--- config.mk ---
export PLATFORM = sky130hd
export DESIGN_NAME = kfac_tags
export DESIGN_NICKNAME = d
export VERILOG_FILES = /design/src/kfac_pkg.sv /design/src/kfac_tags.sv
export SDC_FILE = /design/constraint.sdc
export NUM_CORES = 1
export LEC_CHECK = 0
export CAP_MARGIN = 25
export CELL_PAD_IN_SITES_DETAIL_PLACEMENT = 1
export CELL_PAD_IN_SITES_GLOBAL_PLACEMENT = 1
export CORE_ASPECT_RATIO = 1.75
export CORE_UTILIZATION = 40
export CTS_BUF_LIST = sky130_fd_sc_hd__clkbuf_8
export DETAILED_ROUTE_END_ITERATION = 10
export DONT_BUFFER_PORTS = 1
export GPL_TIMING_DRIVEN = 0
export PLACE_DENSITY = 0.71
export SYNTH_ARGS = -nofsm -noshare
export SYNTH_HDL_FRONTEND = slang
export SYNTH_SLANG_ARGS = --single-unit
--- constraint.sdc ---
create_clock -name clk -period 2.15 [get_ports clk]
set_clock_uncertainty 0.2 [all_clocks]
set_input_delay 0.43 -clock clk [delete_from_list [all_inputs] [get_ports clk]]
set_output_delay 0.43 -clock clk [all_outputs]
set_load 0.005 [all_outputs]
--- src/kfac_pkg.sv ---
// ----------------------------------------------------------------------------
// kfac_pkg
// Shared types and codes for the keyed feature answer cache.
// ----------------------------------------------------------------------------
package kfac_pkg;

  localparam int SLOTS_DEF       = 16;
  localparam int MAX_PAYLOAD_DEF = 64;

  // request codes
  localparam logic [1:0] REQ_SET_HDR  = 2'd0;
  localparam logic [1:0] REQ_SET_DATA = 2'd1;
  localparam logic [1:0] REQ_GET      = 2'd2;

  // result status codes
  localparam logic [2:0] STS_ACK     = 3'd0;
  localparam logic [2:0] STS_BAD_LEN = 3'd1;
  localparam logic [2:0] STS_TOO_BIG = 3'd2;
  localparam logic [2:0] STS_DATA    = 3'd3;
  localparam logic [2:0] STS_STALL   = 3'd4;

  typedef struct packed {
    logic [1:0]  req_type;
    logic [7:0]  seq;
    logic [7:0]  key_id;
    logic [15:0] frame_len;
    logic [15:0] req_len;
    logic [7:0]  data_byte;
  } kfac_req_t;

  typedef struct packed {
    logic [2:0] status;
    logic [7:0] echo_seq;
    logic [7:0] out_byte;
    logic [6:0] out_count;
    logic       last;
  } kfac_rsp_t;

  typedef enum logic [1:0] {
    ST_IDLE,
    ST_EXEC,
    ST_READ,
    ST_SEND
  } kfac_state_t;

endpackage

--- src/kfac_tags.sv ---
// ----------------------------------------------------------------------------
// kfac_tags
// Slot id, length and fill watermark registers with the slot lookup.
// ----------------------------------------------------------------------------
module kfac_tags #(
  parameter int SLOTS       = 16,
  parameter int MAX_PAYLOAD = 64
) (
  input  logic                                     clk,
  input  logic                                     rst,
  input  logic                                     cmp_en,
  input  logic [7:0]                               cmp_id,
  input  logic                                     wr_en,
  input  logic [((SLOTS > 1) ? $clog2(SLOTS) : 1)-1:0] wr_slot,
  input  logic [7:0]                               wr_id,
  input  logic [$clog2(MAX_PAYLOAD + 1)-1:0]       wr_len,
  input  logic                                     wm_en,
  input  logic [$clog2(MAX_PAYLOAD + 1)-1:0]       wm_val,
  input  logic [((SLOTS > 1) ? $clog2(SLOTS) : 1)-1:0] rd_idx,
  output logic [$clog2(MAX_PAYLOAD + 1)-1:0]       rd_len,
  output logic [$clog2(MAX_PAYLOAD + 1)-1:0]       rd_wm,
  output logic [((SLOTS > 1) ? $clog2(SLOTS) : 1)-1:0] set_slot,
  output logic                                     get_hit,
  output logic [((SLOTS > 1) ? $clog2(SLOTS) : 1)-1:0] get_slot
);

  import kfac_pkg::*;

  localparam int SLOT_W = (SLOTS > 1) ? $clog2(SLOTS) : 1;
  localparam int LEN_W  = $clog2(MAX_PAYLOAD + 1);

  logic [7:0]       slot_id  [SLOTS];
  logic [LEN_W-1:0] slot_len [SLOTS];
  // bytes below the watermark were written since reset; the rest read as zero
  logic [LEN_W-1:0] slot_wm  [SLOTS];

  // compare results, registered when the item is taken
  logic [SLOTS-1:0] eq_vec, free_vec, live_vec;
  logic [SLOTS-1:0] eq_vec_next, free_vec_next, live_vec_next;

  logic              eq_hit, free_hit;
  logic [SLOT_W-1:0] eq_idx, free_idx;

  always_comb begin
    for (int i = 0; i < SLOTS; i++) begin
      eq_vec_next[i]   = (slot_id[i] == cmp_id);
      free_vec_next[i] = (slot_id[i] == 8'd0) && (slot_len[i] == '0);
      live_vec_next[i] = (slot_id[i] == cmp_id) && (slot_len[i] != '0);
    end
  end

  always_ff @(posedge clk) begin
    if (rst) begin
      for (int i = 0; i < SLOTS; i++) begin
        slot_id[i]  <= '0;
        slot_len[i] <= '0;
        slot_wm[i]  <= '0;
      end
      eq_vec   <= '0;
      free_vec <= '0;
      live_vec <= '0;
    end else begin
      if (wr_en) begin
        slot_id[wr_slot]  <= wr_id;
        slot_len[wr_slot] <= wr_len;
      end
      if (wm_en) begin
        slot_wm[rd_idx] <= wm_val;
      end
      if (cmp_en) begin
        eq_vec   <= eq_vec_next;
        free_vec <= free_vec_next;
        live_vec <= live_vec_next;
      end
    end
  end

  // first-set search, lowest index wins
  always_comb begin
    eq_hit   = 1'b0;
    eq_idx   = '0;
    free_hit = 1'b0;
    free_idx = '0;
    get_hit  = 1'b0;
    get_slot = '0;
    for (int i = SLOTS - 1; i >= 0; i--) begin
      if (eq_vec[i]) begin
        eq_hit = 1'b1;
        eq_idx = SLOT_W'(i);
      end
      if (free_vec[i]) begin
        free_hit = 1'b1;
        free_idx = SLOT_W'(i);
      end
      if (live_vec[i]) begin
        get_hit  = 1'b1;
        get_slot = SLOT_W'(i);
      end
    end
  end

  assign set_slot = eq_hit ? eq_idx : (free_hit ? free_idx : '0);
  assign rd_len   = slot_len[rd_idx];
  assign rd_wm    = slot_wm[rd_idx];

endmodule
==> results of run 1 <==
-- metrics by stage --
step	cells	TNS [ns]	hold WS, ns	worst slack (ns)	utilization (%)
2_1_floorplan	1452	-1.73	0.252	-0.125	-
4_1_cts	2186	-12.70	0.0260	-0.763	45.4
3_5_place_dp	2046	-205.66	0.276	-0.922	41.9
5_1_grt	2210	-13.26	0.0537	-0.792	46.1
3_3_place_gp	2046	-163.42	0.277	-0.826	41.9
6_report	2211	-11.76	0.0696	-0.711	46.1
-- layout make-up --
| type | instances | area share, % |
|---|---|---|
| diodes | 6 | 0.0683 |
| plain buffers | 89 | 2.17 |
| clock buffers | 59 | 3.69 |
| clock inverters | 46 | 1.11 |
| inverters | 11 | 0.199 |
| multi-input cells | 952 | 34.6 |
| flip-flops and latches | 400 | 52.6 |
| well taps | 594 | 3.38 |
| repair buffers | 54 | 2.20 |
-- cell usage after synthesis (all sizes together) --
| library cell | n | area (um^2) |
|---|---|---|
| a211oi | 4 | 30.0 |
| a21boi | 1 | 7.51 |
| a21oi | 41 | 205 |
| a221oi | 1 | 8.76 |
| a2bb2oi | 7 | 61.3 |
| a311o | 1 | 10.0 |
| a31oi | 1 | 6.26 |
| and2 | 353 | 2210 |
| buf | 29 | 196 |
| clkbuf | 60 | 225 |
| dfxtp | 48 | 961 |
| edfxtp | 352 | 10600 |
| inv | 11 | 41.3 |
| mux4 | 70 | 1670 |
| nand2 | 45 | 169 |
| nand2b | 17 | 106 |
| nand3 | 12 | 60.1 |
| nand3b | 1 | 7.51 |
| nand4 | 33 | 206 |
| nand4b | 1 | 8.76 |
| nor2 | 57 | 214 |
| nor2b | 9 | 56.3 |
| nor3 | 21 | 115 |
| nor3b | 1 | 7.51 |
| nor4 | 70 | 444 |
| o211ai | 1 | 7.51 |
| o21ai | 1 | 5.00 |
| o21ba | 9 | 90.1 |
| o21bai | 2 | 15.0 |
| o221ai | 1 | 8.76 |
| o22ai | 1 | 6.26 |
| o311ai | 1 | 8.76 |
| o31a | 4 | 35.0 |
| o31ai | 3 | 22.5 |
| o32ai | 1 | 16.3 |
| or2 | 33 | 206 |
| or3 | 2 | 12.5 |
| or4 | 19 | 143 |
| xnor2 | 70 | 613 |
| xor2 | 58 | 508 |
-- power breakdown --
| group | switching, mW | leakage (nW) | internal [mW] |
|---|---|---|---|
| registers | 0.225 | 3.75 | 8.83 |
| clock network | 2.96 | 0.635 | 2.78 |
| logic | 0.872 | 3.07 | 0.582 |
-- worst min path at each step --
stage                      startpoint        endpoint  cells after the start
after floorplan           free_vec[0]     free_vec[0]                      2
after global placement    free_vec[7]     free_vec[7]                      2
after detailed placement  live_vec[3]     live_vec[3]                      2
after CTS                  wr_slot[1]  slot_len[4][4]                      2
after global routing       wr_slot[1]  slot_len[4][2]                      2
final                      wr_slot[1]  slot_len[4][4]                      2
-- layer usage --
metal	share of wire [%]	wire [um]
met5	0	0
met4	5.4	3140
met3	3.9	2280
met2	59	34200
met1	32	18300
-- state kept, by name (all words and copies together), names as in the netlist --
signal / cells
free_vec: 16
slot_len: 112
live_vec: 16
slot_id: 128
eq_vec: 16
slot_wm: 112
-- worst max-delay path, delay by kind of cell (launching register included) --
family / cells / cell delay [ns]
flip-flops: 1 / 0.35
AND/OR/NAND/NOR: 3 / 0.61
AO/OA/AOI/OAI: 2 / 0.64
-- what timing repair did --
action                                  in CTS  in global routing
hold endpoints to repair                   148                  4
endpoints found under the setup margin      44                 98
setup buffers                               10                 16
hold buffers                                25                  3
resized for setup                           65                 45
pin swaps                                   13                 14
-- kinds of logic after synthesis --
family / Yosys count / synth area share [%]
compound gates: 80 / 2.82
xor+xnor: 128 / 5.81
buf+inv: 100 / 2.40
flops: 400 / 59.8
mux: 70 / 8.66
simple gates: 674 / 20.5
-- layout by cell type (no fill, tap or decap), types with 42 or more instances in the layout --
cell,n
and2_1,352
edfxtp_1,352
mux4_2,70
xnor2_1,70
clkbuf_8,59
xor2_1,58
clkbuf_1,54
nor4_1,51
nor2_1,45
nand2_1,42
==> run_results.csv, run 1 <==
group,metric,value,unit
status,outcome,"finished with violations",
status,failed_checks,"setup timing",
final_layout,final_nets,1608,
global_routing,grt_antenna_before_repair,4,
run,maxCapViolations,0,
sta,drv_slew,0,
min_path,hold_class,"input port to flop",
global_routing,grt_usage,23.7,%
global_routing,grt_pass1_vias,13500,
die,start_util,40.4,%
clock_network,cts.sinks,400,
die,core_area,47700,um^2
clock_network,cts_tree,"yes",
detailed_routing,routed_wl,57.9,mm
clock_network,clock_path_buffers,3,
placement,portBuffers,0,
critical_path,reg2reg_slack,0.03,ns
global_routing,busiest_layer,"met2",
critical_path,slowest_delay,0.35,ns
synth,ys_seq_area_share,59.8,%
sta,period_minus_slack,2.86,ns
die,dieArea,49200,um^2
sta,rsz0062_at_grt,"true",
power,p_leak,7.46,nW
global_routing,grt_max_degree,16,
sta,worstMarginPinSlew,0.866,ns
sta,fmax,0.350,GHz
synth,netlist_instances,1452,
synth,yosysWarnings,0,
synth,ys_types,46,
sta,slew_headroom,41.8,%
clock_network,cts.clk_slew.worst_paths,0.07,ns
final_layout,multi_input_area,7610,um^2
global_routing,grt_util_met1,20.8,%
detailed_routing,wl_per_cell,26.2,um
final_layout,area_delta_synth_final,14.0,%
sta,setup_ws,-0.711,ns
synth,synth_area,19300,um^2
die,ios,66,
detailed_routing,drt-initial-drc-count,620,
critical_path,rr_endpoint,"free_vec[13]",
final_layout,drive_gt1_share,19.8,%
die,dieHeight,293,um
detailed_routing,ant_nets,0,
power,fin_total_pwr,16.3,mW
critical_path,cp-startpoint,"eq_vec[14]",
detailed_routing,dr.pass1.iters,5,
detailed_routing,remaining_drc_errors,0,
critical_path,endpoint_kind,"primary output",
clock_network,h-tree-depth,2,
critical_path,arrival,2.23,ns
clock_network,cts-root-buf,"clkbuf_8",
clock_network,insertion_delay,0.64,ns
critical_path,r2r_start,"slot_len[13][6]",
sta,hold_viol,0,
placement,postPlaceCellArea,20000,um^2
critical_path,cp-start-kind,"flop",
synth,syn_area_per_cell,13.3,um^2
detailed_routing,via_per_inst,5.56,
critical_path,rr_worst_depth,5,
global_routing,globalRouteMet3Util,3.45,%
final_layout,fill_cells,4853,
critical_path,cp_cell_sequence,"nor4_4, and2_4, nand3_4, a311o_1, o32ai_2",
critical_path,crit_path_end,"set_slot[1]",
synth,ys_seq_elements,400,
power,ir_worst_vdd,0.000565,V
power,pwr_density_cell,739,nW/um^2
global_routing,overflow,0,
global_routing,grtUsageMet2,49.3,%
placement,gp_congestion,0.887,
global_routing,grt_pass1_wl,83.2,mm
final_layout,regArea,11600,um^2
sta,setup_viol,30,
sta,period_share,133,%
critical_path,path_class,"flop to primary output",
critical_path,worstPathRequired,1.52,ns
synth,syn_nets,1495,
die,die_width,168,um
clock_network,cts_buffers,57,
detailed_routing,vias,12300,
placement,dp_hpwl,42.2,mm
critical_path,worst-path-max-fanout,2,
critical_path,slowest_stage,"dfxtp_4",
final_layout,post-route-cell-area,22000,um^2
die,fp-row-count,106,
No activity file was read; power rests on OpenSTA's default activity.
==> run 2, diff against run 1 <==
--- a/config.mk
+++ b/config.mk
@@ -11,10 +11,11 @@
 export CORE_ASPECT_RATIO = 1.75
 export CORE_UTILIZATION = 40
 export CTS_BUF_LIST = sky130_fd_sc_hd__clkbuf_8
+export CTS_CLUSTER_DIAMETER = 100
 export DETAILED_ROUTE_END_ITERATION = 10
 export DONT_BUFFER_PORTS = 1
 export GPL_TIMING_DRIVEN = 0
-export PLACE_DENSITY = 0.71
+export PLACE_DENSITY = 0.69
 export SYNTH_ARGS = -nofsm -noshare
 export SYNTH_HDL_FRONTEND = slang
 export SYNTH_SLANG_ARGS = --single-unit
==> run 2 against run 1 <==
The run still ends with setup timing left. Core utilization fell by 0.066 points. Via count fell by 1.6%. Die area did not move. Worst hold slack got worse by 0.015 ns. Cell area fell by 0.14%. First-iteration DRC count fell by 8.5%. Clock-buffer cell count rose by 2. Sequential cell count did not move. Sequential power barely moved. Sequential share of layout area barely moved. Largest cell class unchanged.
==> run_results.csv, run 2 (same netlist as run 1, synthesis figures left out) <==
group,metric,value,unit
status,outcome,"finished with violations",
status,failed_checks,"setup timing",
final_layout,instances_no_fill,2195,
final_layout,regMostFlops,"slot_id",
placement,postPlaceCellArea,20000,um^2
critical_path,worst-path-max-fanout,2,
clock_network,cts-root-buf,"clkbuf_8",
sta,worstMarginPinSlew,0.853,ns
die,core_area,47700,um^2
clock_network,clock_path_buffers,3,
global_routing,grtUsageMet2,49.8,%
critical_path,cp-start-kind,"flop",
detailed_routing,ant_nets,0,
critical_path,endpoint_kind,"primary output",
detailed_routing,dr.pass1.iters,4,
die,dieHeight,293,um
final_layout,drive_gt1_share,19.5,%
detailed_routing,remaining_drc_errors,0,
sta,tns,-11.36,ns
critical_path,crit_path_end,"rd_len[5]",
final_layout,reg_top3,"slot_id x128, slot_len x112, slot_wm x112",
sta,setup_ws,-0.672,ns
global_routing,grt_usage,23.9,%
final_layout,final_cell_mix,"and2_1 (352), edfxtp_1 (352), mux4_2 (70), xnor2_1 (70), clkbuf_8 (61)",
sta,slew_headroom,43.2,%
sta,period_minus_slack,2.82,ns
clock_network,h-tree-depth,2,
critical_path,rr_endpoint,"free_vec[9]",
min_path,hp-start,"wr_slot[1]",
sta,drv_slew,0,
power,pwr_density_cell,768,nW/um^2
detailed_routing,vias,12100,
global_routing,grt_max_degree,16,
placement,dpl.cell_count,2046,
global_routing,busiest_layer,"met2",
power,ir_worst_vdd,0.000495,V
final_layout,fill_cells,4872,
sta,setup_viol,22,
sta,fmax,0.354,GHz
clock_network,cts_tree,"yes",
placement,dp_hpwl,43.0,mm
die,start_util,40.4,%
sta,hold_viol,0,
clock_network,cts.clk_slew.worst_paths,0.07,ns
sta,hold_slack,0.0542,ns
min_path,hold_class,"input port to flop",
die,ios,66,
critical_path,path_class,"flop to primary output",
sta,rsz0062_at_grt,"true",
die,die_width,168,um
detailed_routing,drt-initial-drc-count,567,
critical_path,arrival,2.19,ns
final_layout,largest_reg_flops,128,
placement,gp_congestion,0.898,
run,maxCapViolations,0,
placement,portBuffers,0,
detailed_routing,routed_wl,57.6,mm
sta,period_share,131,%
global_routing,grt_pass1_vias,13600,
clock_network,cts.sinks,400,
final_layout,post-route-cell-area,22000,um^2
global_routing,globalRouteMet3Util,3.42,%
global_routing,grt_pass1_wl,84.0,mm
final_layout,final_nets,1597,
die,fp-row-count,106,
die,dieArea,49200,um^2
critical_path,worstPathRequired,1.52,ns
critical_path,rr_worst_depth,4,
placement,place_worst_setup_slack,-0.791,ns
critical_path,r2r_start,"slot_len[9][2]",
global_routing,grt_util_met1,20.3,%
detailed_routing,wl_per_cell,26.2,um
power,p_leak,7.40,nW
critical_path,reg2reg_slack,0.12,ns
final_layout,area_delta_synth_final,13.8,%
critical_path,cp-startpoint,"slot_len[13][5]",
clock_network,insertion_delay,0.63,ns
clock_network,cts_buffers,59,
detailed_routing,via_per_inst,5.51,
global_routing,grt_antenna_before_repair,3,
min_path,whs_path_depth,2,
global_routing,overflow,0,
## run 2: changes by cell type in the layout (fill, tap and decap cells not counted), moves of 2 or more
cell           change
dfxtp_4            -2
dfxtp_1            +3
inv_1             -15
clkinv_2           +3
bufinv_16          +4
clkinv_1           +2
clkbuf_8           +2
nor2_1             +2
buf_4             -10
dlygate4sd3_1      -2
nor2_4             -2
## run 2: worst min-delay path by stage
stage	to
floorplan	free_vec[0]
global placement	free_vec[7]
global route	slot_len[4][4]
CTS	slot_len[4][4]
finish	slot_len[4][4]
detailed placement	free_vec[7]
## run 2: area by class of cell
class                           count  area [um^2]  area share, %
Sequential cell                   400        11600           52.6
Multi-Input combinational cell    952         7560           34.4
Clock buffer                       61          840           3.82
Tap cell                          594          743           3.38
Buffer                             89          480           2.19
Timing Repair Buffer               41          377           1.71
Clock inverter                     42          347           1.58
Inverter                           11         41.3          0.188
Antenna cell                        5         12.5         0.0570
## run 2: report_power, final
group,internal [mW],switching [mW]
Sequential,8.83,0.228
Clock,3.36,3.02
Combinational,0.572,0.860
## run 2: timing repair
action | CTS | global route
hold buffers | 26 | 0
hold endpoints to repair | 146 | 0
pin swaps | 14 | 5
gates cloned | 0 | 0
gates resized for setup | 61 | 37
endpoints found under the setup margin | 53 | 83
buffers inserted | 11 | 5
## run 2: critical path, stage by stage, from the launching register on
cell and delay [ns]:
edfxtp_1 0.45, mux4_2 0.55, mux4_2 0.56
## run 2: metrics by stage
stage               utilization (%)  power (mW)
CTS                            45.6        17.0
finish                         46.0        16.9
detailed placement             41.9        10.6
global route                   46.0        17.3
floorplan                         -        10.0
global placement               41.9        10.5
## run 2: metal layers
| layer | part of all wire [%] | vias up |
|---|---|---|
| met5 | 0 | - |
| met4 | 6.6 | 0 |
| li1 | - | 5495 |
| met2 | 59 | 295 |
| met3 | 3.6 | 150 |
| met1 | 31 | 6158 |
==> run 3, diff against run 2 <==
--- a/config.mk
+++ b/config.mk
@@ -5,6 +5,7 @@
 export SDC_FILE = /design/constraint.sdc
 export NUM_CORES = 1
 export LEC_CHECK = 0
+export ABC_AREA = 1
 export CAP_MARGIN = 25
 export CELL_PAD_IN_SITES_DETAIL_PLACEMENT = 1
 export CELL_PAD_IN_SITES_GLOBAL_PLACEMENT = 1
@@ -15,7 +16,7 @@
 export DETAILED_ROUTE_END_ITERATION = 10
 export DONT_BUFFER_PORTS = 1
 export GPL_TIMING_DRIVEN = 0
-export PLACE_DENSITY = 0.69
+export PLACE_DENSITY = 0.72
 export SYNTH_ARGS = -nofsm -noshare
 export SYNTH_HDL_FRONTEND = slang
 export SYNTH_SLANG_ARGS = --single-unit
==> run 3 against run 2 <==
The flow finishes with violations (DRC, hold timing, setup timing). Cell area increased by 0.67%. Sequential power up 0.4%. Cell count is 20% higher. Clock-buffer cell count did not move. Sequential cell count stayed put. Critical path depth up 4. Setup slack better by 0.055 ns. Combinational power grew 30%. Fmax is 2.0% higher. Sequential share of layout area decreased by 0.39 points. Global-route usage is 5.5 points higher. Die area decreased by 2.6%.
==> run_results.csv, run 3 <==
group,metric,value,unit
status,outcome,"finished with violations",
status,failed_checks,"DRC, hold timing, setup timing",
detailed_routing,ant_nets,0,
die,fp-row-count,104,
clock_network,cts-root-buf,"clkbuf_8",
global_routing,overflow,0,
die,ios,66,
sta,slew_headroom,38.1,%
placement,place_worst_setup_slack,-1.07,ns
placement,portBuffers,0,
critical_path,rr_worst_depth,5,
final_layout,regArea,11600,um^2
final_layout,drive_gt1_share,18.8,%
die,die_width,166,um
final_layout,area_delta_synth_final,17.7,%
detailed_routing,via_per_inst,5.74,
final_layout,fill_cells,5071,
placement,dpl.cell_count,2490,
final_layout,regMostFlops,"slot_id",
detailed_routing,top_layer,"met4",
synth,synthTopCellsByArea,"edfxtp_1 (56%), nor2_1 (8.2%), dfxtp_1 (5.1%)",
detailed_routing,drt-initial-drc-count,823,
global_routing,grt_antenna_before_repair,1,
die,dieArea,47900,um^2
die,dieHeight,289,um
clock_network,cts.sinks,400,
global_routing,grt_max_degree,16,
power,p_clk_share,37.5,%
synth,synthArstFlopShare,0,%
global_routing,grt_usage,29.4,%
power,share_seq_of_total_power,51.9,%
critical_path,endpoint_kind,"primary output",
sta,fmax,0.361,GHz
min_path,min_to,"slot_wm[8][6]",
critical_path,cp-start-kind,"flop",
final_layout,largest_reg_flops,128,
detailed_routing,wl_met1,21.1,mm
global_routing,grt_pass1_wl,101,mm
run,maxCapViolations,0,
detailed_routing,routed_wl,69.9,mm
final_layout,final_common_cell,"nor2_1",
sta,setup_viol,31,
sta,hold_slack,-0.00815,ns
critical_path,rr_endpoint,"free_vec[10]",
synth,yosysTopAreaCell,"edfxtp_1",
final_layout,reg_top3,"slot_id x128, slot_len x112, slot_wm x112",
placement,dp_hpwl,52.3,mm
final_layout,post-route-cell-area,22100,um^2
die,core_area,46200,um^2
global_routing,grt_pass1_vias,16600,
sta,tns,-5.80,ns
detailed_routing,dr.pass1.iters,10,
synth,synth.most_common_cell,"nor2_1",
power,fin_total_pwr,17.5,mW
synth,synth.top_cell.area_share,56.3,%
clock_network,clock_path_buffers,3,
synth,syn_area_per_cell,9.86,um^2
placement,postPlaceCellArea,19500,um^2
final_layout,final_cell_mix,"nor2_1 (400), edfxtp_1 (352), nand2_1 (211)",
detailed_routing,met2_length,38.3,mm
clock_network,cts_tree,"yes",
clock_network,cts_buffers,58,
critical_path,r2r_start,"slot_len[10][5]",
final_layout,final_core_util,47.9,%
sta,hold_viol,2,
die,start_util,40.7,%
sta,setup_ws,-0.617,ns
synth,ys_types,44,
synth,ys_seq_area_share,61.4,%
power,p_sw_share,26.6,%
final_layout,instances_no_fill,2640,
clock_network,h-tree-depth,2,
detailed_routing,vias,15200,
synth,ys_seq_elements,400,
critical_path,reg2reg_slack,-0.03,ns
placement,gp_congestion,1.01,
sta,period_share,129,%
detailed_routing,remaining_drc_errors,7,
power,ir_worst_vdd,0.000520,V
sta,rsz0062_at_grt,"true",
synth,synth_common_cells,"nor2_1 (412), edfxtp_1 (352), nand2_1 (247)",
clock_network,cts.clk_slew.worst_paths,0.07,ns
power,power.share.combinational,10.6,%
synth,ys.flop_type,"edfxtp_1",
final_layout,final_nets,2054,
sta,period_minus_slack,2.77,ns
synth,netlist_instances,1906,
min_path,hp-start,"wm_val[6]",
synth,synth_edf_count,352,
min_path,whs_path_depth,2,
power,internal-power,12.9,mW
detailed_routing,wl_met3,3.57,mm
final_layout,multi_input_area,6880,um^2
sta,drv_slew,0,
min_path,hold_class,"input port to flop",
critical_path,path_class,"flop to primary output",
synth,synth_area,18800,um^2
critical_path,worstPathRequired,1.52,ns
power,pwr_density_cell,793,nW/um^2
synth,yosysWarnings,0,
sta,worstMarginPinSlew,0.920,ns
detailed_routing,wl_per_cell,26.5,um
synth,syn_nets,1949,
critical_path,worst-path-max-fanout,2,
clock_network,insertion_delay,0.65,ns
critical_path,arrival,2.14,ns
power,power.net_switching,4.66,mW
power,p_leak,8.26,nW
-- run 3: cell types whose count changed in the layout (fill, tap and decap cells not counted), sizes merged, moves of 17 or more --
cell	change
a22oi	+40
and2	-353
buf	+18
inv	+159
mux4	-70
nand2	+203
nand2b	-17
nand3	+137
nor2	+356
o21ai	+36
o22ai	+42
or4	-17
xnor2	-41
xor2	-26
-- run 3: cell type report --
cell class,count,area share (%)
sequential,400,52.2
buffer,109,2.89
inverter,171,2.99
tap,583,3.30
clock buffer,61,3.80
antenna,1,0.0113
multi-input combinational,1226,31.1
timing repair buffer,45,1.91
clock inverter,44,1.73
-- run 3: how the worst max path moves through the flow --
stage,start,endpoint,cells past startpoint
global placement,rst,slot_len[6][2],5
floorplan,rst,slot_id[10][0],7
CTS,eq_vec[3],set_slot[1],6
global route,eq_vec[14],set_slot[0],5
finish,eq_vec[3],set_slot[0],6
detailed placement,rst,slot_id[10][3],5
-- run 3: critical path: stages, from the launching register on --
cell	delay, ns
dfxtp_4	0.35
nor4_4	0.28
buf_4	0.19
nand2_4	0.06
nor4_4	0.36
nand2_1	0.15
nand2_2	0.10
-- run 3: repair_timing --
| action | CTS | global route |
|---|---|---|
| hold endpoints to repair | 100 | 0 |
| setup endpoints to repair | 302 | 147 |
| hold buffers | 21 | 0 |
| pin swaps | 74 | 52 |
| buffers inserted | 9 | 14 |
| resized for setup | 211 | 71 |
-- run 3: power groups by stage --
| stage | clock network (mW) | registers (mW) | logic, mW |
|---|---|---|---|
| 2_1_floorplan | 0 | 9.15 | 0.967 |
| 3_3_place_gp | 0 | 9.21 | 1.56 |
| 3_5_place_dp | 0 | 9.24 | 1.60 |
| 4_1_cts | 6.63 | 9.09 | 1.78 |
| 5_1_grt | 6.87 | 9.13 | 1.95 |
| 6_report | 6.57 | 9.10 | 1.86 |
-- run 3: metal layers --
metal,track usage (%),vias up
li1,-,6818
met1,25.3,7444
met2,57.7,564
met3,4.41,324
met4,27.1,0
met5,0,-
-- run 3: kinds of logic (layout without fill, tap and decap cells) --
group                     count (synthesis)  after routing  share of synthesized area, %
and+or+nand+nor                         955            955                          22.3
buffers and inverters                   280            430                          6.40
DFF                                     400            400                          61.4
other                                     0              1                             0
AOI/OAI and AO/OA                       210            210                          7.10
xor gates and xnor gates                 61             61                          2.84
